**src/hw/rtl/rrtd_pkg.sv**
```systemverilog
// ----------------------------------------------------------------------------
// Round-robin task dispatcher: shared package
// Payload types of both channels, the command and status groups between
// the controller and the datapath, and fixed field widths.
// ----------------------------------------------------------------------------
package rrtd_pkg;

  // Fixed widths of the channel fields.
  localparam int unsigned ID_W  = 5;
  localparam int unsigned CPU_W = 3;

  // Action codes of an input item.
  localparam logic ACT_CREATE = 1'b0;
  localparam logic ACT_SCHED  = 1'b1;

  // One input item.
  typedef struct packed {
    logic            action;
    logic [ID_W-1:0] task_id;
    logic [CPU_W-1:0] cpu;
  } rrtd_in_t;

  // One result item.
  typedef struct packed {
    logic            run_valid;
    logic [ID_W-1:0] run_task;
    logic            switched;
    logic            queue_overflow;
  } rrtd_out_t;

  // Commands from the controller to the datapath.
  typedef struct packed {
    logic capture;   // take the input item and read the CPU slots
    logic exec;      // create push, or requeue of the deferred task
    logic pop_rd;    // read the ring head and advance it
    logic pop_chk;   // test the popped entry and switch on a hit
    logic finish;    // load the result into the output register
  } rrtd_cmd_t;

  // Status from the datapath to the controller.
  typedef struct packed {
    logic is_sched;
    logic cpu_ok;
    logic ring_empty;
    logic pop_hit;
    logic out_free;
  } rrtd_stat_t;

endpackage

```
**src/hw/rtl/rrtd_ctrl.sv**
```systemverilog
// ----------------------------------------------------------------------------
// Round-robin task dispatcher: controller
// Sequences one item at a time through execute, ring walk and result
// hand-off, and drives the input stall.
// ----------------------------------------------------------------------------
module rrtd_ctrl (
  input  logic                clk_i,
  input  logic                rst_ni,
  input  logic                in_valid_i,
  output logic                in_stall_o,
  input  rrtd_pkg::rrtd_stat_t stat_i,
  output rrtd_pkg::rrtd_cmd_t  cmd_o
);
  import rrtd_pkg::*;

  localparam logic [2:0] ST_IDLE    = 3'd0;
  localparam logic [2:0] ST_EXEC    = 3'd1;
  localparam logic [2:0] ST_POP_RD  = 3'd2;
  localparam logic [2:0] ST_POP_CHK = 3'd3;
  localparam logic [2:0] ST_FINISH  = 3'd4;

  logic [2:0] state_q, state_d;

  assign in_stall_o = (state_q != ST_IDLE);

  // Next state and commands.
  always_comb begin
    state_d = state_q;
    cmd_o   = '0;
    unique case (state_q)
      ST_IDLE: begin
        if (in_valid_i) begin
          cmd_o.capture = 1'b1;
          state_d       = ST_EXEC;
        end
      end
      ST_EXEC: begin
        cmd_o.exec = 1'b1;
        if (stat_i.is_sched && stat_i.cpu_ok) begin
          state_d = ST_POP_RD;
        end else begin
          state_d = ST_FINISH;
        end
      end
      ST_POP_RD: begin
        if (stat_i.ring_empty) begin
          state_d = ST_FINISH;
        end else begin
          cmd_o.pop_rd = 1'b1;
          state_d      = ST_POP_CHK;
        end
      end
      ST_POP_CHK: begin
        cmd_o.pop_chk = 1'b1;
        if (stat_i.pop_hit) begin
          state_d = ST_FINISH;
        end else begin
          state_d = ST_POP_RD;
        end
      end
      ST_FINISH: begin
        if (stat_i.out_free) begin
          cmd_o.finish = 1'b1;
          state_d      = ST_IDLE;
        end
      end
      default: begin
        state_d = ST_IDLE;
      end
    endcase
  end

  // State register.
  always_ff @(posedge clk_i or negedge rst_ni) begin
    if (!rst_ni) begin
      state_q <= ST_IDLE;
    end else begin
      state_q <= state_d;
    end
  end

endmodule

```
**src/hw/rtl/rrtd_dp.sv**
```systemverilog
// ----------------------------------------------------------------------------
// Round-robin task dispatcher: datapath
// Ready ring memory with head and tail pointers, per-task running marks,
// per-CPU current and deferred slots, and the output register.
// ----------------------------------------------------------------------------
module rrtd_dp #(
  parameter int TASK_SLOTS = 32,
  parameter int CPU_COUNT  = 8
) (
  input  logic                 clk_i,
  input  logic                 rst_ni,
  input  rrtd_pkg::rrtd_in_t   in_i,
  input  rrtd_pkg::rrtd_cmd_t  cmd_i,
  output rrtd_pkg::rrtd_stat_t stat_o,
  output logic                 out_valid_o,
  input  logic                 out_stall_i,
  output rrtd_pkg::rrtd_out_t  out_o
);
  import rrtd_pkg::*;

  localparam int IW  = $clog2(TASK_SLOTS);
  localparam int CIW = (CPU_COUNT > 1) ? $clog2(CPU_COUNT) : 1;

  // Storage.
  logic [ID_W-1:0] ring_mem [TASK_SLOTS];
  logic [ID_W-1:0] cur_mem  [CPU_COUNT];
  logic [ID_W-1:0] def_mem  [CPU_COUNT];
  logic [IW-1:0]   head_q, tail_q;
  logic [TASK_SLOTS-1:0] mark_q;
  logic [CPU_COUNT-1:0]  cur_vld_q, def_vld_q;

  // Item and working registers.
  rrtd_in_t        item_q;
  logic [ID_W-1:0] cur_rd_q, def_rd_q, ring_rd_q;
  logic            wk_vld_q, sw_q, ovf_q;
  logic [ID_W-1:0] wk_id_q;
  logic            out_valid_q;
  rrtd_out_t       out_q;

  logic [CIW-1:0]  cidx, in_cidx;
  logic            is_sched, cpu_ok, task_ok;
  logic            push_req, push_ok, ring_full, pop_hit;
  logic [ID_W-1:0] push_id;
  logic [IW-1:0]   tail_nxt, head_nxt;
  logic            mark_we, mark_val;
  logic [IW-1:0]   mark_idx;
  logic            out_free;
  rrtd_out_t       res;

  function automatic logic [IW-1:0] ring_next(input logic [IW-1:0] p);
    ring_next = (p == IW'(TASK_SLOTS - 1)) ? '0 : p + IW'(1);
  endfunction

  function automatic logic id_in_range(input logic [ID_W-1:0] id);
    id_in_range = (32'(id) < TASK_SLOTS);
  endfunction

  // Item decode.
  assign cidx     = CIW'(item_q.cpu);
  assign in_cidx  = CIW'(in_i.cpu);
  assign is_sched = (item_q.action == ACT_SCHED);
  assign cpu_ok   = (32'(item_q.cpu) < CPU_COUNT);
  assign task_ok  = id_in_range(item_q.task_id);

  // Push of a created task or of the deferred task.
  assign push_req  = is_sched ? (cpu_ok && def_vld_q[cidx]) : task_ok;
  assign push_id   = is_sched ? def_rd_q : item_q.task_id;
  assign tail_nxt  = ring_next(tail_q);
  assign head_nxt  = ring_next(head_q);
  assign ring_full = (tail_nxt == head_q);
  assign push_ok   = cmd_i.exec && push_req && !ring_full;

  // A popped entry is taken when it names a task that is not running.
  assign pop_hit = id_in_range(ring_rd_q) && !mark_q[IW'(ring_rd_q)];

  // Running mark write port: cleared on push, set on a switch.
  always_comb begin
    mark_we  = 1'b0;
    mark_val = 1'b0;
    mark_idx = IW'(push_id);
    if (cmd_i.exec && push_req && id_in_range(push_id)) begin
      mark_we = 1'b1;
    end else if (cmd_i.pop_chk && pop_hit) begin
      mark_we  = 1'b1;
      mark_val = 1'b1;
      mark_idx = IW'(ring_rd_q);
    end
  end

  // Result of the finished item.
  always_comb begin
    res                = '0;
    res.run_valid      = is_sched && cpu_ok && wk_vld_q;
    res.run_task       = res.run_valid ? wk_id_q : '0;
    res.switched       = sw_q;
    res.queue_overflow = ovf_q;
  end

  assign out_free = !out_valid_q || !out_stall_i;

  // Memories and payload registers.
  always_ff @(posedge clk_i) begin
    if (cmd_i.capture) begin
      item_q   <= in_i;
      cur_rd_q <= cur_mem[in_cidx];
      def_rd_q <= def_mem[in_cidx];
    end
    if (push_ok) begin
      ring_mem[tail_q] <= push_id;
    end
    if (cmd_i.exec) begin
      wk_id_q <= cur_rd_q;
    end
    if (cmd_i.pop_rd) begin
      ring_rd_q <= ring_mem[head_q];
    end
    if (cmd_i.pop_chk && pop_hit) begin
      cur_mem[cidx] <= ring_rd_q;
      def_mem[cidx] <= wk_id_q;
      wk_id_q       <= ring_rd_q;
    end
    if (cmd_i.finish) begin
      out_q <= res;
    end
  end

  // Control state.
  always_ff @(posedge clk_i or negedge rst_ni) begin
    if (!rst_ni) begin
      head_q      <= '0;
      tail_q      <= '0;
      mark_q      <= '0;
      cur_vld_q   <= '0;
      def_vld_q   <= '0;
      wk_vld_q    <= 1'b0;
      sw_q        <= 1'b0;
      ovf_q       <= 1'b0;
      out_valid_q <= 1'b0;
    end else begin
      if (cmd_i.capture) begin
        sw_q  <= 1'b0;
        ovf_q <= 1'b0;
      end
      if (cmd_i.exec) begin
        wk_vld_q <= is_sched && cpu_ok && cur_vld_q[cidx];
        if (push_req && ring_full) begin
          ovf_q <= 1'b1;
        end
        if (is_sched && cpu_ok) begin
          def_vld_q[cidx] <= 1'b0;
        end
      end
      if (push_ok) begin
        tail_q <= tail_nxt;
      end
      if (mark_we) begin
        mark_q[mark_idx] <= mark_val;
      end
      if (cmd_i.pop_rd) begin
        head_q <= head_nxt;
      end
      if (cmd_i.pop_chk && pop_hit) begin
        cur_vld_q[cidx] <= 1'b1;
        def_vld_q[cidx] <= wk_vld_q;
        wk_vld_q        <= 1'b1;
        sw_q            <= 1'b1;
      end
      if (cmd_i.finish) begin
        out_valid_q <= 1'b1;
      end else if (!out_stall_i) begin
        out_valid_q <= 1'b0;
      end
    end
  end

  // Status toward the controller.
  always_comb begin
    stat_o            = '0;
    stat_o.is_sched   = is_sched;
    stat_o.cpu_ok     = cpu_ok;
    stat_o.ring_empty = (head_q == tail_q);
    stat_o.pop_hit    = pop_hit;
    stat_o.out_free   = out_free;
  end

  assign out_valid_o = out_valid_q;
  assign out_o       = out_q;

endmodule

```
**src/hw/rtl/round_robin_task_dispatcher_core.sv**
```systemverilog
// ----------------------------------------------------------------------------
// Round-robin task dispatcher core
// Ring queue of ready task ids shared by several CPUs; create items enqueue
// a task, schedule items requeue the CPU's deferred task and pick the next
// runnable one.
//
//   Channel  Direction  Handshake                     Payload
//   in       input      in_valid_i / in_stall_o       rrtd_in_t  in_i
//   out      output     out_valid_o / out_stall_i     rrtd_out_t out_o
//
// A create item passes through the execute and finish states. A schedule item
// for a valid CPU also walks the ring: a read and a check state per popped
// entry and a last read if none is runnable; pops use the single ring port.
// One item is in work at a time; a finished result waits in the output
// register while the next item is taken.
// Reset clears the pointers, running marks and CPU slot valid bits at once.
// ----------------------------------------------------------------------------
module round_robin_task_dispatcher_core #(
  parameter int TASK_SLOTS = 32,
  parameter int CPU_COUNT  = 8
) (
  input  logic                clk_i,
  input  logic                rst_ni,
  input  logic                in_valid_i,
  output logic                in_stall_o,
  input  rrtd_pkg::rrtd_in_t  in_i,
  output logic                out_valid_o,
  input  logic                out_stall_i,
  output rrtd_pkg::rrtd_out_t out_o
);
  import rrtd_pkg::*;

  rrtd_cmd_t  cmd;
  rrtd_stat_t stat;

  // Sequencer.
  rrtd_ctrl u_ctrl (
    .clk_i      (clk_i),
    .rst_ni     (rst_ni),
    .in_valid_i (in_valid_i),
    .in_stall_o (in_stall_o),
    .stat_i     (stat),
    .cmd_o      (cmd)
  );

  // Queue, marks and CPU slots.
  rrtd_dp #(
    .TASK_SLOTS (TASK_SLOTS),
    .CPU_COUNT  (CPU_COUNT)
  ) u_dp (
    .clk_i       (clk_i),
    .rst_ni      (rst_ni),
    .in_i        (in_i),
    .cmd_i       (cmd),
    .stat_o      (stat),
    .out_valid_o (out_valid_o),
    .out_stall_i (out_stall_i),
    .out_o       (out_o)
  );

  // A transfer in starts the work, so the input stalls in the next cycle.
  assert property (@(posedge clk_i) disable iff (!rst_ni)
    (in_valid_i && !in_stall_o) |=> in_stall_o)
    else $error("input not stalled after a transfer");

  // A switch always leaves the CPU with a task to run.
  assert property (@(posedge clk_i) disable iff (!rst_ni)
    (out_valid_o && out_o.switched) |-> out_o.run_valid)
    else $error("switch reported without a running task");

  // Without a task to run the task id reads as zero.
  assert property (@(posedge clk_i) disable iff (!rst_ni)
    (out_valid_o && !out_o.run_valid) |-> (out_o.run_task == '0))
    else $error("task id set without a running task");

  // The ring is only walked for a schedule on a valid CPU.
  assert property (@(posedge clk_i) disable iff (!rst_ni)
    cmd.pop_rd |-> (stat.is_sched && stat.cpu_ok))
    else $error("ring pop outside a schedule");

endmodule
```
**config.mk**
```make
export PLATFORM = sky130hd
export DESIGN_NAME = round_robin_task_dispatcher_core
export DESIGN_NICKNAME = d
export VERILOG_FILES = /design/src/hw/rtl/rrtd_pkg.sv /design/src/hw/rtl/rrtd_ctrl.sv /design/src/hw/rtl/rrtd_dp.sv /design/src/hw/rtl/round_robin_task_dispatcher_core.sv
export SDC_FILE = /design/constraint.sdc
export NUM_CORES = 1
export LEC_CHECK = 0
export ABC_CLOCK_PERIOD_IN_PS = 3600
export BUFFER_PORTS_ARGS = -buffer_cell sky130_fd_sc_hd__buf_2
export CORE_ASPECT_RATIO = 0.5
export CORE_MARGIN = 3
export CORE_UTILIZATION = 25
export DETAILED_ROUTE_END_ITERATION = 10
export PLACE_DENSITY_LB_ADDON = 0.12
export SLEW_MARGIN = 20
export SYNTH_ARGS = -nofsm -noshare
export SYNTH_HDL_FRONTEND = slang
export SYNTH_SLANG_ARGS = --single-unit
```
**constraint.sdc**
```tcl
create_clock -name clk_i -period 3.6 [get_ports clk_i]
set_input_delay 0.36 -clock clk_i [delete_from_list [all_inputs] [get_ports clk_i]]
set_output_delay 0.36 -clock clk_i [all_outputs]
set_load 0.05 [all_outputs]
```
==> metrics <==
Achievable Freq 296 MHz; multiplexer share of the synthesized area 0.174; Die X-Extent approximately 350 um; sequential fraction of the synthesis area 0.678; Worst Setup End Kind flop; Top Usage Layer GRT met2; Bufs on Longest Clock Path 3; # clock sinks about 340; CP arrival between 3000 and 4000 ps; share of layout cells above drive strength 1 0.275; first-pass GRT wire length about 57000 um; Post-synth EDFFs 277; 1st-iter DRT viols 623; Hold Vio Cnt, Final 0; Post-synth ARST share 0.190; diodes inserted 0; Storage cell area 9950 um2; Max VDD drop 0.291 mV; Worst Path Required 4000 ps; Synth area leaders edfxtp_1, mux4_2, dfrtp_1; XOR/XNOR share of the synthesized area 0.00537; part of the cycle the worst path needs 0.938; CTS tree built; post-synth top area share 0.567; core area 57700 um2; Reg2Reg Launch Point u_dp.ring_rd_q[1]$_DFFE_PP_; Unique masters post-synth 56; Remaining Overflow, GRT 0; HP Class primary input to flop; status completed; Root Buffer clkbuf_16; Post-Synth Simple-Gate Area 0.0615; Via density 4.66; final net count 924; type of the worst setup path flop to flop; total CTS buffers 37; Synth Flop Type edfxtp_1; Fin Setup TNS 0 ps; PwrDens slightly above 700 nW/um2; Clock Pin Slew Worst Setup and Hold Paths 70 ps; Syn. warnings 0; WL/cell 22.1 um; RSZ-0062 raised after global routing false; Total Power 12.4 mW; R2R setup slack between 200 and 250 ps; Syn Nets 870; Filler cells ~5700; detailed-route via count 7921; Layout Skew 20.6 ps; # port buffers 22; Compound-Gate Fraction of Synth Area 0.0536; # rows 62; number of global-route vias before repair 8391; RR Endpoint u_dp.mark_q[29]$_DFFE_PN0P_; crit path from u_dp.ring_rd_q[1]$_DFFE_PP_; Pins Over Slew Limit 0; Die Area 61800 um2; worst-path fanout max 18; total routed wirelength roughly 38000 um; Die Ht 177 um; gr usage total 0.123; worst r2r path cells 7; top-count cell post-synth edfxtp_1; Initial Utilization 0.254; Synth Area in Adders 0.00597; multi-input logic area 4430 um2; critical path endpoint u_dp.mark_q[29]$_DFFE_PN0P_; Worst-Skew Late Latency around 530 ps; gpl congestion 0.764; # Max-Cap Violations 0; met2 Usage GRT 0.198; Final HPWL DP approximately 24000 um; post-synthesis register bit count 342; synth cell count leaders edfxtp_1, mux4_2, dfrtp_1; Final setup viols 0; main combinational cell family by area after synthesis multiplexers; met1 Track Usage GR 0.173; Mean Syn Cell Area ~17 um2; measured slew at the worst slew-check pin between 900 and 1000 ps; largest net degree at the start of global routing 40; antenna violations before repair 0; Post-Syn Area 14700 um2; first-pass detailed-route iteration total 5; Ports 23; fin crit period 3380 ps; Synth area leader edfxtp_1; Syn-to-layout area delta 17.8%; H-tree lvl count 2; Antenna Nets Post-Route 0; CP startpoint kind flop; Leakage Power roughly 6.1 nW; drt drc 0; GR Util met3 0.0205; Max-slew headroom 0.349; Cells after Synth 850
==> final cells by class <==
type / instances / share of cell area
clock inverters: 22 / 0.0140
clock buffers: 45 / 0.0577
well taps: 768 / 0.0556
inverters: 16 / 0.00347
flip-flops and latches: 342 / 0.575
multi-input cells: 433 / 0.256
repair buffers: 74 / 0.0378
==> critical path, stage by stage, from the launching register on <==
cell and delay (ps):
edfxtp_1 370, buf_12 180, mux4_1 590, mux4_2 520, and2_4 220, or4_4 630
a221oi_1 360, mux2_1 360
==> layer usage <==
| metal | vias up | share of wire | routed length (um) |
|---|---|---|---|
| li1 | 3551 | - | - |
| met1 | 4201 | 0.48 | 18000 |
| met2 | 125 | 0.47 | 17500 |
| met3 | 44 | 0.037 | 1400 |
| met4 | 0 | 0.019 | 711 |
| met5 | - | 0 | 0 |
==> stage by stage <==
stage	hold slack (ps)	instances	instance area, um2	setup slack (ps)	utilization
3_5_place_dp	461	1626	16000	180	0.277
2_1_floorplan	64.4	850	14700	169	-
6_report	30.9	1700	17300	223	0.300
3_3_place_gp	456	1626	16000	168	0.277
4_1_cts	11.2	1699	17300	162	0.299
5_1_grt	15.7	1700	17300	77.3	0.300
==> logic make-up (layout without fill, tap and decap cells) <==
kind of cell | after synthesis | count (layout)
mux | 148 | 148
compound gates | 107 | 107
fa+ha+maj | 7 | 7
xor+xnor | 9 | 9
buf+inv | 75 | 157
simple gates | 162 | 162
flops | 342 | 342
==> what timing repair did <==
item / in CTS / in global routing
setup buffers: 0 / 1
hold buffers: 6 / 0
resized for setup: 0 / 0
setup endpoints to repair: 0 / 4
endpoints found under the hold margin: 34 / 0
==> where the power goes <==
| part | internal, mW | switching, mW | total, mW |
|---|---|---|---|
| clock | 2.33 | 1.58 | 3.92 |
| combinational | 1.25 | 1.86 | 3.12 |
| sequential | 4.95 | 0.411 | 5.36 |
| total | 8.53 | 3.86 | 12.4 |
==> how the worst min path moves through the flow <==
| stage | startpoint | end | slack (ps) | depth (start not counted) |
|---|---|---|---|---|
| after detailed placement | u_dp.sw_q$_DFFE_PN0P_ | u_dp.out_o[1]$_DFFE_PP_ | 460 | 0 |
| after global placement | u_dp.cur_vld_q[6]$_DFFE_PN0P_ | u_dp.cur_vld_q[6]$_DFFE_PN0P_ | 460 | 1 |
| after floorplan | rst_ni | u_ctrl.state_q[0]$_DFFE_PN0P_ | 60 | 0 |
| final | in_i[6] | u_dp.item_q[6]$_DFFE_PP_ | 30 | 1 |
| after global routing | in_i[6] | u_dp.item_q[6]$_DFFE_PP_ | 20 | 1 |
| after CTS | in_i[6] | u_dp.item_q[6]$_DFFE_PP_ | 10 | 1 |
==> registers in the layout, indices dropped and copies added, names as in the netlist, 8 cells and up <==
name / count
u_dp.out_o: 8
u_dp.mark_q: 32
u_dp.def_vld_q: 8
u_dp.cur_vld_q: 8
u_dp.ring_mem: 160
u_dp.cur_mem: 40
u_dp.def_mem: 40
==> placed cells by master, fill, tap and decap left out, types with 4 or more instances in the layout <==
cell | netlist | routed
and2_1 | 10 | 10
nor3b_1 | 5 | 5
o211ai_1 | 4 | 4
nand2_1 | 21 | 21
clkbuf_1 | 47 | 5
buf_4 | 0 | 35
xnor2_1 | 8 | 8
mux2_1 | 15 | 15
buf_12 | 0 | 11
clkbuf_16 | 0 | 38
mux2_2 | 42 | 42
or3_1 | 4 | 4
dlygate4sd3_1 | 0 | 6
a221oi_1 | 32 | 32
or2_2 | 10 | 10
mux4_2 | 74 | 74
clkinv_2 | 0 | 4
clkinv_1 | 0 | 10
buf_2 | 0 | 22
edfxtp_1 | 277 | 277
mux2i_1 | 12 | 12
bufinv_16 | 0 | 5
a22o_1 | 10 | 10
a22oi_1 | 8 | 8
inv_1 | 15 | 15
dfrtp_1 | 65 | 63
nor3_1 | 10 | 9
nand2b_1 | 6 | 6
mux4_1 | 5 | 5
o21ai_0 | 30 | 30
and3_1 | 44 | 44
nor2_1 | 28 | 27
a21oi_1 | 4 | 4
ha_1 | 7 | 7
nand3_1 | 8 | 8
Power figures use the tool's default switching activity.
